File: src/hdl/uer_pkg.sv
// Shared types, codes and constants for the ultrasonic echo ranger.
package uer_pkg;

    // Default width of the prescaled timer.
    localparam int UER_COUNT_BITS = 16;

    // Configuration register indexes.
    localparam logic [1:0] CFG_PRESCALE_DIV  = 2'd0;
    localparam logic [1:0] CFG_PULSE_TICKS   = 2'd1;
    localparam logic [1:0] CFG_START_TIMEOUT = 2'd2;
    localparam logic [1:0] CFG_ECHO_LIMIT    = 2'd3;

    // Configuration reset values.
    localparam logic [15:0] RST_PRESCALE_DIV  = 16'd256;
    localparam logic [15:0] RST_PULSE_TICKS   = 16'd160;
    localparam logic [15:0] RST_START_TIMEOUT = 16'd6250;
    localparam logic [14:0] RST_ECHO_LIMIT    = 15'd1500;

    // Measurement phase codes.
    localparam logic [2:0] PH_IDLE  = 3'd0;
    localparam logic [2:0] PH_GUARD = 3'd1;
    localparam logic [2:0] PH_TRIG  = 3'd2;
    localparam logic [2:0] PH_WAIT  = 3'd3;
    localparam logic [2:0] PH_MEAS  = 3'd4;

    // Result status codes.
    localparam logic [1:0] ST_OK     = 2'd0;
    localparam logic [1:0] ST_NOECHO = 2'd1;
    localparam logic [1:0] ST_CLIP   = 2'd2;

    // Count to millimetres: count * 343 / 125, done as count * (343 * ceil(2^30 / 125)) >> 30.
    // The product is exact for every count below the saturation point.
    localparam int          MM_IN_BITS    = 15;
    localparam int          MM_RECIP_BITS = 32;
    localparam int          MM_SHIFT      = 30;
    localparam int          DIST_BITS     = 16;
    localparam logic [31:0] MM_RECIP      = 32'd2946347705;
    localparam int          SAT_COUNT     = 23884;

    // Configuration register set.
    typedef struct packed {
        logic [15:0] prescale_div;
        logic [15:0] pulse_ticks;
        logic [15:0] start_timeout;
        logic [14:0] echo_limit;
    } t_cfg;

    // One result beat.
    typedef struct packed {
        logic                 trigger;
        logic                 busy_res;
        logic                 done_res;
        logic [1:0]           status;
        logic [DIST_BITS-1:0] distance_mm;
    } t_result;

endpackage

File: src/hdl/ultrasonic_echo_ranger.sv
// Top level of the ultrasonic echo ranger: configuration registers, timing engine, result buffer.
//
// Each input beat is one tick of the pin timing: a start request and the sampled echo level.
// Every accepted beat yields exactly one result beat, with the trigger level, a busy flag, and,
// on the tick a measurement ends, done with its status (0 ok, 1 no echo, 2 clipped) and the
// distance in millimetres, count * 343 / 125 truncated and saturated at 65535. A start waits
// pulse_ticks ticks, drives the trigger for pulse_ticks ticks, then counts prescaled timer
// counts while the echo is awaited and while it is high. The block takes one beat per clock
// cycle while o_stall is low; results are registered in a two-entry result buffer, which lets
// one more input beat be taken while the output is stalled. The
// critical path runs from the timer register through the count-to-distance multiplier into
// the result register. Configuration is to be written only while no measurement is running.
module ultrasonic_echo_ranger import uer_pkg::*; #(
    parameter int COUNT_BITS = UER_COUNT_BITS
) (
    input  logic                 i_clk,
    input  logic                 i_rst_n,
    // Input tick channel
    input  logic                 i_valid,
    output logic                 o_stall,
    input  logic                 i_start_req,
    input  logic                 i_echo,
    // Result channel
    output logic                 o_valid,
    input  logic                 i_stall,
    output logic                 o_trigger,
    output logic                 o_busy_res,
    output logic                 o_done_res,
    output logic [1:0]           o_status,
    output logic [DIST_BITS-1:0] o_distance_mm,
    // Configuration write channel
    input  logic                 i_cfg_valid,
    output logic                 o_cfg_ready,
    input  logic [1:0]           i_cfg_index,
    input  logic [15:0]          i_cfg_data
);

    t_cfg    r_cfg;
    t_result w_result;
    t_result w_out;
    logic    w_accept;

    // Configuration registers; every write is taken at once.
    assign o_cfg_ready = 1'b1;

    always_ff @(posedge i_clk) begin
        if (!i_rst_n) begin
            r_cfg.prescale_div  <= RST_PRESCALE_DIV;
            r_cfg.pulse_ticks   <= RST_PULSE_TICKS;
            r_cfg.start_timeout <= RST_START_TIMEOUT;
            r_cfg.echo_limit    <= RST_ECHO_LIMIT;
        end else if (i_cfg_valid && o_cfg_ready) begin
            case (i_cfg_index)
                CFG_PRESCALE_DIV:  r_cfg.prescale_div  <= i_cfg_data;
                CFG_PULSE_TICKS:   r_cfg.pulse_ticks   <= i_cfg_data;
                CFG_START_TIMEOUT: r_cfg.start_timeout <= i_cfg_data;
                CFG_ECHO_LIMIT:    r_cfg.echo_limit    <= i_cfg_data[14:0];
                default: begin
                end
            endcase
        end
    end

    // An input beat is taken whenever the result buffer has room.
    assign w_accept = i_valid && !o_stall;

    uer_core #(
        .COUNT_BITS (COUNT_BITS)
    ) u_core (
        .i_clk       (i_clk),
        .i_rst_n     (i_rst_n),
        .i_accept    (w_accept),
        .i_start_req (i_start_req),
        .i_echo      (i_echo),
        .i_cfg       (r_cfg),
        .o_result    (w_result)
    );

    uer_out_buf u_out_buf (
        .i_clk    (i_clk),
        .i_rst_n  (i_rst_n),
        .i_valid  (i_valid),
        .i_result (w_result),
        .o_stall  (o_stall),
        .o_valid  (o_valid),
        .o_result (w_out),
        .i_stall  (i_stall)
    );

    assign o_trigger     = w_out.trigger;
    assign o_busy_res    = w_out.busy_res;
    assign o_done_res    = w_out.done_res;
    assign o_status      = w_out.status;
    assign o_distance_mm = w_out.distance_mm;

endmodule

File: src/hdl/uer_to_mm.sv
// Conversion of a timer count into a saturated distance in millimetres.
module uer_to_mm import uer_pkg::*; #(
    parameter int COUNT_BITS = UER_COUNT_BITS
) (
    input  logic [COUNT_BITS-1:0] i_count,
    output logic [DIST_BITS-1:0]  o_mm
);

    localparam int CW     = (COUNT_BITS > MM_IN_BITS) ? COUNT_BITS : MM_IN_BITS;
    localparam int PROD_W = MM_IN_BITS + MM_RECIP_BITS;

    logic [CW-1:0]         w_count_ext;
    logic                  w_sat;
    logic [MM_IN_BITS-1:0] w_small;
    logic [PROD_W-1:0]     w_prod;

    // Counts at or above the saturation point give the top distance.
    assign w_count_ext = CW'(i_count);
    assign w_sat       = w_count_ext >= CW'(SAT_COUNT);
    assign w_small     = w_count_ext[MM_IN_BITS-1:0];

    // Reciprocal multiply replaces the divide by 125.
    assign w_prod = PROD_W'(w_small) * PROD_W'(MM_RECIP);
    assign o_mm   = w_sat ? {DIST_BITS{1'b1}} : w_prod[MM_SHIFT+DIST_BITS-1:MM_SHIFT];

endmodule

File: src/hdl/uer_core.sv
// Pulse timing state machine: guard, trigger, echo wait and echo measurement.
module uer_core import uer_pkg::*; #(
    parameter int COUNT_BITS = UER_COUNT_BITS
) (
    input  logic    i_clk,
    input  logic    i_rst_n,
    input  logic    i_accept,
    input  logic    i_start_req,
    input  logic    i_echo,
    input  t_cfg    i_cfg,
    output t_result o_result
);

    localparam int BW = (COUNT_BITS > 16) ? COUNT_BITS : 16;

    logic [2:0]            r_phase, n_phase;
    logic [15:0]           r_tick_count, n_tick_count;
    logic [15:0]           r_prescale_count, n_prescale_count;
    logic [COUNT_BITS-1:0] r_timer_count, n_timer_count;

    logic [16:0]           w_tick_next;
    logic                  w_tick_end;
    logic [16:0]           w_pre_next;
    logic                  w_pre_wrap;
    logic                  w_timer_top;
    logic [COUNT_BITS-1:0] w_timer_inc;
    logic [BW-1:0]         w_timer_ext;
    logic                  w_wait_bound;
    logic                  w_meas_bound;
    logic [DIST_BITS-1:0]  w_mm;
    t_result               w_res;

    // Tick counter for the guard and trigger phases.
    assign w_tick_next = 17'(r_tick_count) + 17'd1;
    assign w_tick_end  = w_tick_next >= 17'(i_cfg.pulse_ticks);

    // Prescaler and timer advance; the timer holds at its top value.
    assign w_pre_next  = 17'(r_prescale_count) + 17'd1;
    assign w_pre_wrap  = w_pre_next >= 17'(i_cfg.prescale_div);
    assign w_timer_top = r_timer_count == {COUNT_BITS{1'b1}};
    assign w_timer_inc = w_timer_top ? r_timer_count : r_timer_count + COUNT_BITS'(1);

    // Bounds of the wait and measure phases.
    assign w_timer_ext  = BW'(r_timer_count);
    assign w_wait_bound = (w_timer_ext >= BW'(i_cfg.start_timeout)) || w_timer_top;
    assign w_meas_bound = (w_timer_ext >= BW'(i_cfg.echo_limit)) || w_timer_top;

    // Distance of the count reached so far.
    uer_to_mm #(
        .COUNT_BITS (COUNT_BITS)
    ) u_to_mm (
        .i_count (r_timer_count),
        .o_mm    (w_mm)
    );

    // Next state and result of one tick.
    always_comb begin
        n_phase          = r_phase;
        n_tick_count     = r_tick_count;
        n_prescale_count = r_prescale_count;
        n_timer_count    = r_timer_count;
        w_res            = '0;
        case (r_phase)
            PH_GUARD, PH_TRIG: begin
                if (w_tick_end) begin
                    n_tick_count = '0;
                    if (r_phase == PH_GUARD) begin
                        n_phase = PH_TRIG;
                    end else begin
                        n_phase          = PH_WAIT;
                        n_prescale_count = '0;
                        n_timer_count    = '0;
                    end
                end else begin
                    n_tick_count = w_tick_next[15:0];
                end
            end
            PH_WAIT: begin
                if (i_echo) begin
                    n_phase          = PH_MEAS;
                    n_prescale_count = '0;
                    n_timer_count    = '0;
                end else if (w_wait_bound) begin
                    n_phase         = PH_IDLE;
                    w_res.done_res  = 1'b1;
                    w_res.status    = ST_NOECHO;
                end else if (w_pre_wrap) begin
                    n_prescale_count = '0;
                    n_timer_count    = w_timer_inc;
                end else begin
                    n_prescale_count = w_pre_next[15:0];
                end
            end
            PH_MEAS: begin
                if (!i_echo) begin
                    n_phase           = PH_IDLE;
                    w_res.done_res    = 1'b1;
                    w_res.status      = ST_OK;
                    w_res.distance_mm = w_mm;
                end else if (w_meas_bound) begin
                    n_phase           = PH_IDLE;
                    w_res.done_res    = 1'b1;
                    w_res.status      = ST_CLIP;
                    w_res.distance_mm = w_mm;
                end else if (w_pre_wrap) begin
                    n_prescale_count = '0;
                    n_timer_count    = w_timer_inc;
                end else begin
                    n_prescale_count = w_pre_next[15:0];
                end
            end
            default: begin
                // Idle, and any code that means nothing, waits for a start.
                n_phase = PH_IDLE;
                if (i_start_req) begin
                    n_phase      = PH_GUARD;
                    n_tick_count = '0;
                end
            end
        endcase
        w_res.trigger  = n_phase == PH_TRIG;
        w_res.busy_res = n_phase != PH_IDLE;
    end

    assign o_result = w_res;

    // State advances once for every accepted input beat.
    always_ff @(posedge i_clk) begin
        if (!i_rst_n) begin
            r_phase          <= PH_IDLE;
            r_tick_count     <= '0;
            r_prescale_count <= '0;
            r_timer_count    <= '0;
        end else if (i_accept) begin
            r_phase          <= n_phase;
            r_tick_count     <= n_tick_count;
            r_prescale_count <= n_prescale_count;
            r_timer_count    <= n_timer_count;
        end
    end

    // A finished measurement leaves the block idle.
    a_done_idle: assert property (@(posedge i_clk) disable iff (!i_rst_n)
        w_res.done_res |-> !w_res.busy_res)
        else $error("result given while still busy");

    // The trigger is only driven during a measurement.
    a_trig_busy: assert property (@(posedge i_clk) disable iff (!i_rst_n)
        w_res.trigger |-> w_res.busy_res)
        else $error("trigger high outside a measurement");

    // Status and distance are zero on ticks without a result.
    a_quiet: assert property (@(posedge i_clk) disable iff (!i_rst_n)
        !w_res.done_res |-> (w_res.status == ST_OK && w_res.distance_mm == '0))
        else $error("status or distance set without a result");

endmodule

File: src/hdl/uer_out_buf.sv
// Result register with a skid stage so that one more input beat is taken under output stall.
module uer_out_buf import uer_pkg::*; (
    input  logic    i_clk,
    input  logic    i_rst_n,
    input  logic    i_valid,
    input  t_result i_result,
    output logic    o_stall,
    output logic    o_valid,
    output t_result o_result,
    input  logic    i_stall
);

    logic    r_main_valid;
    logic    r_skid_valid;
    t_result r_main;
    t_result r_skid;
    logic    w_accept;
    logic    w_take;

    assign w_accept = i_valid && !r_skid_valid;
    assign w_take   = r_main_valid && !i_stall;

    // Control: the skid entry fills only while the main entry is held.
    always_ff @(posedge i_clk) begin
        if (!i_rst_n) begin
            r_main_valid <= 1'b0;
            r_skid_valid <= 1'b0;
        end else if (w_take) begin
            if (r_skid_valid) begin
                r_skid_valid <= 1'b0;
            end else begin
                r_main_valid <= w_accept;
            end
        end else if (w_accept) begin
            if (r_main_valid) begin
                r_skid_valid <= 1'b1;
            end else begin
                r_main_valid <= 1'b1;
            end
        end
    end

    // Payload moves without reset.
    always_ff @(posedge i_clk) begin
        if (w_take) begin
            if (r_skid_valid) begin
                r_main <= r_skid;
            end else if (w_accept) begin
                r_main <= i_result;
            end
        end else if (w_accept) begin
            if (r_main_valid) begin
                r_skid <= i_result;
            end else begin
                r_main <= i_result;
            end
        end
    end

    assign o_stall  = r_skid_valid;
    assign o_valid  = r_main_valid;
    assign o_result = r_main;

    // The skid entry is never used while the main entry is empty.
    a_skid_main: assert property (@(posedge i_clk) disable iff (!i_rst_n)
        r_skid_valid |-> r_main_valid)
        else $error("skid entry holds a beat ahead of the main entry");

    // A full buffer that is not drained stays full.
    a_full_holds: assert property (@(posedge i_clk) disable iff (!i_rst_n)
        (r_skid_valid && i_stall) |=> (r_skid_valid && r_main_valid))
        else $error("beat lost from a stalled buffer");

    // A waiting result is not dropped.
    a_main_holds: assert property (@(posedge i_clk) disable iff (!i_rst_n)
        (r_main_valid && i_stall) |=> r_main_valid)
        else $error("stalled result dropped");

endmodule
File: config.mk
export PLATFORM = sky130hd
export DESIGN_NAME = ultrasonic_echo_ranger
export DESIGN_NICKNAME = d
export VERILOG_FILES = /design/src/hdl/uer_pkg.sv /design/src/hdl/ultrasonic_echo_ranger.sv /design/src/hdl/uer_to_mm.sv /design/src/hdl/uer_core.sv /design/src/hdl/uer_out_buf.sv
export SDC_FILE = /design/constraint.sdc
export NUM_CORES = 1
export LEC_CHECK = 0
export ABC_CLOCK_PERIOD_IN_PS = 7100
export BUFFER_PORTS_ARGS = -buffer_cell sky130_fd_sc_hd__buf_2
export CAP_MARGIN = 10
export CORE_UTILIZATION = 50
export DETAILED_ROUTE_END_ITERATION = 8
export PLACE_DENSITY = 0.75
export SYNTH_ARGS = -nofsm -noshare
export SYNTH_HDL_FRONTEND = slang
export SYNTH_SLANG_ARGS = --single-unit
File: constraint.sdc
create_clock -name i_clk -period 7.1 [get_ports i_clk]
set_input_delay 0.355 -clock i_clk [delete_from_list [all_inputs] [get_ports i_clk]]
set_output_delay 0.355 -clock i_clk [all_outputs]
set_load 0.05 [all_outputs]
Word-level counts from Yosys, hierarchy flattened

Index checks and enable logic that the tools add are counted.

Reduce and logical (&&, ||, !) cells: 25
Multiplexer cells: 41
$mul: 1
$lt $le $gt $ge: 5
Bitwise gates (word level): 3
Add/subtract/negate cells: 3
Equality and inequality tests: 16

Operator list:

| kind                   | number |
|---|---|
| $mux 16                | 17 |
| $mux 21                | 5 |
| $pmux 16 s3            | 2 |
| $mul 15x32->46 const B | 1 |
| $mux 19                | 2 |
| $add 16x1->17 const B  | 2 |
| $ge 17x16->1           | 2 |
| $pmux 16 s2            | 1 |
| $mux 3                 | 7 |
| $add 16x1->16 const B  | 1 |
| $eq 16x16->1 const B   | 1 |
| $ge 16x15->1           | 1 |
| $ge 16x15->1 const B   | 1 |
| $ge 16x16->1           | 1 |
| $reduce_and 2->1       | 6 |
| $ne 2x2->1 const B     | 5 |
| $eq 3x2->1 const B     | 3 |
| $pmux 3 s3             | 1 |
| $reduce_and 3->1       | 3 |
| $reduce_and 7->1       | 1 |
| $pmux 3 s2             | 1 |
| $reduce_bool 2->1      | 3 |
| $reduce_bool 3->1      | 2 |
| $reduce_or 2->1        | 3 |
| other kinds (12)       | 22 |

Input port bits: 25
Register bits: 158
Word-level logic and storage cells: 114

Depth between registers and ports, before layout

Gate-level depths: netlist (run 1).

Word-level depth: 9
Gate-level depth with buffers: 23
Gate-level depth less buffers: 23

By module

A second synthesis (run 1) with hierarchy kept.

Cells, all modules: 1780
Area total of the unflattened synthesis: 16757.3 um^2

Modules (own cells, without submodules):

| module                 | cells each | instances | seq. area each (um^2) | area an instance (um^2) |
|---|---|---|---|---|
| uer_to_mm              | 833        | 1         | 0.0                   | 7826.3 |
| uer_core               | 623        | 1         | 1021.0                | 4745.8 |
| ultrasonic_echo_ranger | 245        | 1         | 1261.2                | 2474.9 |
| uer_out_buf            | 79         | 1         | 1301.2                | 1710.4 |

Worst setup path after synthesis (run 1)

OpenSTA, ideal clock, no wires.

Kind: flip-flop to flip-flop
Start: register u_core.r_timer_count[13]
End: register u_out_buf.r_main, in the netlist u_out_buf.o_result[6], data pin
Buffers on the path: 0
Setup slack: 1061 ps
Clock period less this slack: 6039 ps
Arrival: 5779 ps
Library setup time: 261 ps
Stages on the path, launching flop included: 22
Cell sequence: dfxtp_1 -> inv_1 -> ha_1 -> inv_1 -> fa_1 -> fa_1 -> inv_1 -> fa_1 -> inv_1 -> fa_1 -> inv_1 -> fa_1 -> inv_1 -> ha_1 -> a21oi_1 -> o21ai_0 -> a311o_1 -> o21ai_0 -> a21boi_0 -> or3_1 -> a21oi_1 -> o21ai_0

Word-level cells in the longest chain between the ends: 8

RTL lines:

| element                                     | line                                 | text |
|---|---|---|
| from (decl)                                 | uer_core.sv:19                       | `logic [COUNT_BITS-1:0] r_timer_count, n_timer_count;` |
| from (signal assigned)                      | uer_core.sv:138                      | `r_timer_count <= n_timer_count;` |
| $mul 15x32->46 (tied with other cells)      | uer_to_mm.sv:23                      | `assign w_prod = PROD_W'(w_small) * PROD_W'(MM_RECIP);` |
| $mux 16 or $logic_or 1x1->1 (tied branches) | uer_to_mm.sv:24, uer_core.sv:46      |  |
| $mux 19                                     | uer_core.sv:100                      | `end else if (w_meas_bound) begin` |
| $mux 19 *                                   | uer_core.sv:95                       | `if (!i_echo) begin` |
| $mux 16 *                                   | uer_core.sv:63                       | `case (r_phase)` |
| $mux 21, on equally long branches           | uer_out_buf.sv:52, uer_out_buf.sv:48 |  |
| $mux 21, on equally long branches           | uer_out_buf.sv:51, uer_out_buf.sv:46 |  |
| $mux 21 *                                   | uer_out_buf.sv:45                    | `if (w_take) begin` |
| to (signal assigned)                        | uer_out_buf.sv:47                    | `r_main <= r_skid;` |
| to (signal assigned)                        | uer_out_buf.sv:49                    | `r_main <= i_result;` |
| to (signal assigned)                        | uer_out_buf.sv:55                    | `r_main <= i_result;` |
| to (decl)                                   | uer_out_buf.sv:15                    | `t_result r_main;` |

Every way passes the cells marked *; elsewhere a longest branch is shown, timed or not. The select of a mux whose other input is x is not followed.
A chain may end at the register's enable or synchronous reset.

Worst setup path in the final report (run 1)

Start: register u_core.r_timer_count[4]
End: register u_out_buf.r_main, in the netlist u_out_buf.o_result[6], data pin

The elaborated chain is that of the path after synthesis.

==> impl_metrics.yaml, run 1 <==
outcome:
  outcome: "completed"
finish:
  multi_input_area_sq_mm: 0.0111
  final_cell_mix: "inv_1 (373), ha_1 (212), nand2_1 (206)"
  drive_gt1_share_pct: 6.99
  area_delta_synth_final_pct: 8.48
  final_common_cell: "inv_1"
  antenna_cells: 0
  num-nets-final: 2253
  register_area_sq_mm: 0.00358
  nFillCells: 2838
critical_path:
  slowest_delay_ps: 650
  critPathMaxFanout: 10
  crit_required_ps: 7270
  path_class: "reg -> reg"
  arrival_ps: 6770
  regToRegStartpoint: "u_core.r_timer_count[4]$_SDFFE_PN0P_"
  cp_cell_sequence: "inv_1 -> ha_1 -> inv_1 -> fa_1 -> fa_1 -> inv_1 -> fa_1 -> fa_1 -> inv_1 -> fa_1 -> inv_1 -> ha_1 -> a21oi_1 -> o21ai_0 -> a311o_1 -> o21ai_0 -> buf_4 -> a21boi_0 -> or3_1 -> a21oi_1 -> o21ai_0"
  reg2reg_to: "u_out_buf.o_result[6]$_DFFE_PP_"
  critPathLaunchType: "flip-flop"
  crit_slowest_cell: "dfxtp_1"
  critPathCaptureType: "flip-flop"
  reg2regPathDepth: 21
  r2r_slack_ps: 510
placement:
  gp_congestion: 0.999
  preCtsSetupSlack_ps: 581
  port-buffer-count: 47
  place_hpwl_um: 33800
sta:
  hold_viol_final: 0
  period_minus_slack_ps: 6590
  slew_headroom_pct: 23.0
  rsz0062_at_grt: "no"
  finalMaxSlewViolations: 0
  fmax_mhz: 152
  final-setup-viol-count: 0
  worst_pin_slew_ps: 1150
  finalClockSkew_ps: 15.7
  setup_tns_ps: 0
  fin_ws_ps: 508
  finalCritPeriodShare_pct: 92.8
logic_synthesis:
  async_reset_ff_share_pct: 0
  synth_edf_count: 42
  ys_seq_elements: 158
  synth-seq-area-share_pct: 22.0
  synth.avg_cell_area_sq_um: 9.10
  synth_area_sq_mm: 0.0163
  synth_top_cell_by_area: "fa_1"
  syn_nets: 2207
  yosysTopAreaCellShare_pct: 22.5
  synth_cell_types: 73
  syn_inst: 1787
  synthFlopType: "dfxtp_1"
  synth_area_leaders: "fa_1 (23%), ha_1 (16%), dfxtp_1 (14%)"
  ys_warn_count: 0
cts:
  clock_latency_ps: 440
  cts_tree: "done"
  numCtsBuffers: 17
  postCtsSetupBuffers: 0
  clkSinkCount: 158
  clkTransAtPathRegs_ps: 70
  root_buffer: "clkbuf_16"
  clockBufferDepth: 2
  hold_buffers: 0
  htreeDepth: 4
  ctsResizeCount: 0
hold_path:
  hold_depth: 3
  worst_hold_path_type: "in -> reg"
  holdPathEnd: "u_out_buf.o_stall$_SDFFE_PP0P_"
  min_from: "i_valid"
drt:
  wl_per_cell_um: 18.1
  postRouteWirelength_um: 41400
  drt_iter0_drc: 894
  final_antenna_net_count: 0
  viasPerCell: 5.47
  drt_drc_violations_left: 0
  vias: 12500
  firstDrtPassIters: 7
global_route:
  grt-ovfl-total: 0
  grt_max_degree: 118
  grt_pass1_wl_um: 67000
  grt_pass1_vias: 12600
  grt_use_total_pct: 26.3
  antenna_found_initial: 0
flow_run:
  maxCapViolations: 0
power:
  powerDensity_mw_per_mm2: 115
  power.internal_mw: 1.50
  power_mw: 2.02
  netSwitchingFraction_pct: 25.8
  clockPowerShare_pct: 45.1
  switching_power_mw: 0.523
  pwr-share-seq_pct: 47.4
  ir_drop_mv: 0.132
  p_leak_nw: 8.70
  combPwrFrac_pct: 7.5
floorplan:
  die-area_sq_mm: 0.0332
  row_count: 65
  core_sq_mm: 0.0318
  dieHeight_um: 182
  start_util_pct: 51.1
  io_pins: 49
  die_x_um: 182
==> registers in the layout (all words and copies together) (netlist names) <==
name / flops
u_out_buf.r_skid: 21
u_out_buf.o_stall: 1
r_cfg: 63
u_core.r_phase: 3
u_out_buf.o_result: 21
u_core.r_tick_count: 16
u_out_buf.o_valid: 1
u_core.r_prescale_count: 16
u_core.r_timer_count: 16
==> how the worst max path moves through the flow <==
stage | cells past startpoint | end | slack (ps) | startpoint
after floorplan | 21 | u_out_buf.o_result[6]$_DFFE_PP_ | 1060 | u_core.r_timer_count[13]$_SDFFE_PN0P_
after global placement | 23 | u_out_buf.o_result[15]$_DFFE_PP_ | 670 | u_core.r_timer_count[2]$_SDFFE_PN0P_
after detailed placement | 22 | u_out_buf.o_result[15]$_DFFE_PP_ | 580 | u_core.r_timer_count[4]$_SDFFE_PN0P_
after CTS | 22 | u_out_buf.o_result[15]$_DFFE_PP_ | 550 | u_core.r_timer_count[4]$_SDFFE_PN0P_
after global routing | 22 | u_out_buf.o_result[15]$_DFFE_PP_ | 80 | u_core.r_timer_count[4]$_SDFFE_PN0P_
final | 21 | u_out_buf.o_result[6]$_DFFE_PP_ | 510 | u_core.r_timer_count[4]$_SDFFE_PN0P_
==> Yosys cell counts (7+ instances only) <==
library cell  count
a31oi_1          11
nor2b_1          30
a22oi_1          15
a21o_1           24
clkbuf_1         40
a211oi_1         10
mux2_2            7
nand3_1          36
o22ai_1           7
and3_1           20
dfxtp_1         116
xor2_1           16
nand2b_1         11
o21ai_0          41
nand2_1         206
ha_1            212
a21oi_1          72
and3b_1           7
a21boi_0         53
o211ai_1         20
nor2_1           70
nand4_1          20
edfxtp_1         42
nor3_1            8
inv_1           373
fa_1            183
xnor2_1          30
==> through the flow <==
step	util, %	std cells	instance area, sq um	hold slack, ps
after CTS	55.5	2280	17600	191
after floorplan	-	1787	16300	443
after global routing	55.5	2280	17600	214
after global placement	53.6	2249	17100	454
final	55.5	2280	17600	200
after detailed placement	53.6	2249	17100	461
==> per-layer routing <==
layer	wire length, um	up-vias	track usage [%]
li1	-	5951	-
met1	19000	6101	35.9
met2	18700	355	41.9
met3	2500	63	4.83
met4	1200	0	8.97
met5	0	-	0
==> layout make-up <==
class / instances / share of cell area (%)
Multi-Input combinational cell: 1209 / 62.9
Inverter: 373 / 7.94
Tap cell: 435 / 3.09
Timing Repair Buffer: 74 / 2.48
Clock buffer: 19 / 2.57
Clock inverter: 12 / 0.717
Sequential cell: 158 / 20.3
==> power groups by stage <==
stage / sequential, mW / combinational (mW) / clock, mW
after floorplan: 1.01 / 0.0752 / 0
after global placement: 0.979 / 0.147 / 0
after detailed placement: 0.980 / 0.150 / 0
after CTS: 0.960 / 0.151 / 0.923
after global routing: 0.962 / 0.165 / 0.964
final: 0.960 / 0.151 / 0.914
==> cell families (layout without fill, tap and decap cells) <==
family,after synthesis,in the layout,share of synthesized area (%)
buffers and inverters,420,478,9.76
adder cells (fa/ha/maj),395,395,38.9
multiplexers,10,10,0.670
flip-flops,158,158,22.0
XOR/XNOR,46,46,2.48
AO/OA/AOI/OAI,317,317,13.5
other,1,1,0.0231
AND/OR/NAND/NOR,440,440,12.7
==> worst max-delay path, delay by kind of cell, from the launching register on <==
family | cells | cell delay (ps)
adders and majority gates | 7 | 3370
AOI/OAI and AO/OA | 7 | 1370
DFF | 1 | 650
buffers and inverters | 6 | 630
and+or+nand+nor | 1 | 320
(Power assumes the default switching activity.)
==> run 2: changes to the inputs <==
Settings changed: ABC_AREA set to 1, CELL_PAD_IN_SITES_DETAIL_PLACEMENT set to 0, CELL_PAD_IN_SITES_GLOBAL_PLACEMENT set to 1, CORE_UTILIZATION 50 to 49, PLACE_DENSITY 0.75 to 0.92.
==> run 2 against run 1 <==
Via count grew 15%. Register-to-register slack gained 30 ps. Utilization shrank 1.7 points. Worst setup slack gained 34 ps. First-iteration DRC count grew 19%. Clock power grew 2%. Die area grew 7.8%. Fmax grew 0.53%.
==> impl_metrics.yaml, run 2 <==
sta:
  worst_pin_slew_ps: 1170
  finalCritPeriodShare_pct: 92.4
  finalMaxSlewViolations: 0
  hold_viol_final: 0
  slew_headroom_pct: 22.2
  fmax_mhz: 152
  setup_tns_ps: 0
  period_minus_slack_ps: 6560
  finalClockSkew_ps: 18.2
  final-setup-viol-count: 0
  rsz0062_at_grt: "no"
logic_synthesis:
  ys_warn_count: 0
  synth-seq-area-share_pct: 20.9
  syn_nets: 2615
  synth_area_leaders: "fa_1 (21%), ha_1 (15%), dfxtp_1 (14%)"
  synth_top_cell_by_area: "fa_1"
  synth_edf_count: 42
  synth_cell_types: 47
  synthFlopType: "dfxtp_1"
  yosysMostFrequentCell: "inv_1"
  async_reset_ff_share_pct: 0
  ys_seq_elements: 158
  synth_area_sq_mm: 0.0172
  syn_inst: 2195
  yosysTopAreaCellShare_pct: 21.3
  netlist_top_cells_count: "inv_1 (544), nand2_1 (341), ha_1 (212)"
  synth.avg_cell_area_sq_um: 7.83
cts:
  clock_latency_ps: 430
  hold_buffers: 0
  clkTransAtPathRegs_ps: 70
  ctsResizeCount: 0
  htreeDepth: 4
  root_buffer: "clkbuf_16"
  clkSinkCount: 158
  numCtsBuffers: 17
  postCtsSetupBuffers: 0
  clockBufferDepth: 2
  cts_tree: "done"
floorplan:
  start_util_pct: 49.7
  row_count: 68
  io_pins: 49
  core_sq_mm: 0.0345
  die-area_sq_mm: 0.0358
  die_x_um: 189
  dieHeight_um: 189
global_route:
  antenna_found_initial: 0
  grt_pass1_vias: 14700
  grt_use_total_pct: 30.0
  grt-ovfl-total: 0
  grt_max_degree: 63
  grt_pass1_wl_um: 81100
flow_run:
  maxCapViolations: 0
critical_path:
  crit_required_ps: 7260
  critPathLaunchType: "flip-flop"
  r2r_slack_ps: 540
  arrival_ps: 6710
  critPathMaxFanout: 9
  critPathCaptureType: "flip-flop"
  path_class: "reg -> reg"
drt:
  drt_drc_violations_left: 0
  drt_iter0_drc: 1067
  vias: 14300
  wl_per_cell_um: 18.7
  final_antenna_net_count: 0
  viasPerCell: 5.28
  firstDrtPassIters: 7
  postRouteWirelength_um: 50800
finish:
  final_common_cell: "inv_1"
  num-nets-final: 2666
  top_register: "r_cfg"
  area_delta_synth_final_pct: 8.02
  final_cell_mix: "inv_1 (544), nand2_1 (341), ha_1 (212)"
  largest_reg_flops: 63
  antenna_cells: 0
  post-route-util_pct: 53.7
  drive_gt1_share_pct: 6.73
placement:
  port-buffer-count: 47
  place_hpwl_um: 43100
  gp_congestion: 1.06
power:
  ir_drop_mv: 0.151
  power_mw: 2.12
  switching_power_mw: 0.569
  power.internal_mw: 1.55
  combPwrFrac_pct: 10.5
  clockPowerShare_pct: 43.8
  netSwitchingFraction_pct: 26.8
  pwr-share-seq_pct: 45.7
  p_leak_nw: 9.48
  powerDensity_mw_per_mm2: 114
hold_path:
  worst_hold_path_type: "in -> reg"
outcome:
  outcome: "completed"
run 2: changes by cell type after synthesis, sizes merged, moves of 30 or more:
cell,change
o21ai,+69
nor2b,-30
nand3,+38
nand2,+147
inv,+186
nor2,+113
a21boi,-54
a21oi,+110
run 2: path summary, 6_finish.rpt:
check                                       startpoint                               to  cells after the start
setup / recovery  u_core.r_timer_count[6]$_SDFFE_PN0P_  u_out_buf.o_result[3]$_DFFE_PP_                     24
hold / removal                                 i_stall   u_out_buf.o_stall$_SDFFE_PP0P_                      3
setup reg to reg  u_core.r_timer_count[6]$_SDFFE_PN0P_  u_out_buf.o_result[3]$_DFFE_PP_                     24
hold reg to reg                 r_cfg[43]$_SDFFE_PN0P_           r_cfg[43]$_SDFFE_PN0P_                      2
run 2: area by class of cell:
type                       count  area (sq um)
fill                        3405         16000
timing repair buffer          64           363
tap                          455           569
clock inverter                 9           111
clock buffer                  22           464
sequential                   158          3580
inverter                     560          2100
multi-input combinational   1445         11400
run 2: worst max-delay path, cell delays in order (launching register included):
cell and delay [ps]:
dfxtp_1 790, ha_1 440, inv_1 140, fa_1 510, inv_1 60, fa_1 520
inv_1 80, fa_1 540, inv_1 60, fa_1 560, inv_1 60, fa_1 500
inv_1 40, ha_1 320, nand2_1 70, nand2_1 60, inv_1 40, o21ai_0 530
a21oi_1 170, nand2_1 110, nand4_1 170, nand3_1 150, nand3_1 140, nand2_1 150
a21oi_1 80
run 2: routing by layer:
metal	part of all wire, %	GRT usage (%)	up-vias
met2	46	49.3	433
met4	3.0	9.24	0
met1	45	41.1	6884
met3	5.9	3.80	70
li1	-	-	6933
met5	0	0	-
run 2: power by group through the flow:
stage          Clock (mW)  Sequential, mW  Combinational, mW
5_1_grt             0.976           0.972              0.245
2_1_floorplan           0            1.02              0.120
3_3_place_gp            0           0.988              0.216
4_1_cts             0.944           0.969              0.222
3_5_place_dp            0           0.989              0.220
6_report            0.929           0.969              0.222
run 2: kinds of logic after synthesis:
| family | share of synthesized area, % |
|---|---|
| and+or+nand+nor | 17.0 |
| buffers and inverters | 13.0 |
| adders and majority gates | 36.8 |
| AOI/OAI and AO/OA | 10.8 |
| DFF | 20.9 |
| xor gates and xnor gates | 1.48 |
| other | 0.0218 |
| muxes | 0.0655 |
run 2: stage by stage:
step / setup slack [ps] / instances / instance area [sq um] / hold WS [ps]
after global placement: 641 / 2682 / 18000 / 451
after CTS: 625 / 2713 / 18600 / 196
after floorplan: 1710 / 2195 / 17200 / 435
after detailed placement: 661 / 2682 / 18000 / 454
final: 542 / 2713 / 18600 / 215
after global routing: 166 / 2713 / 18600 / 215
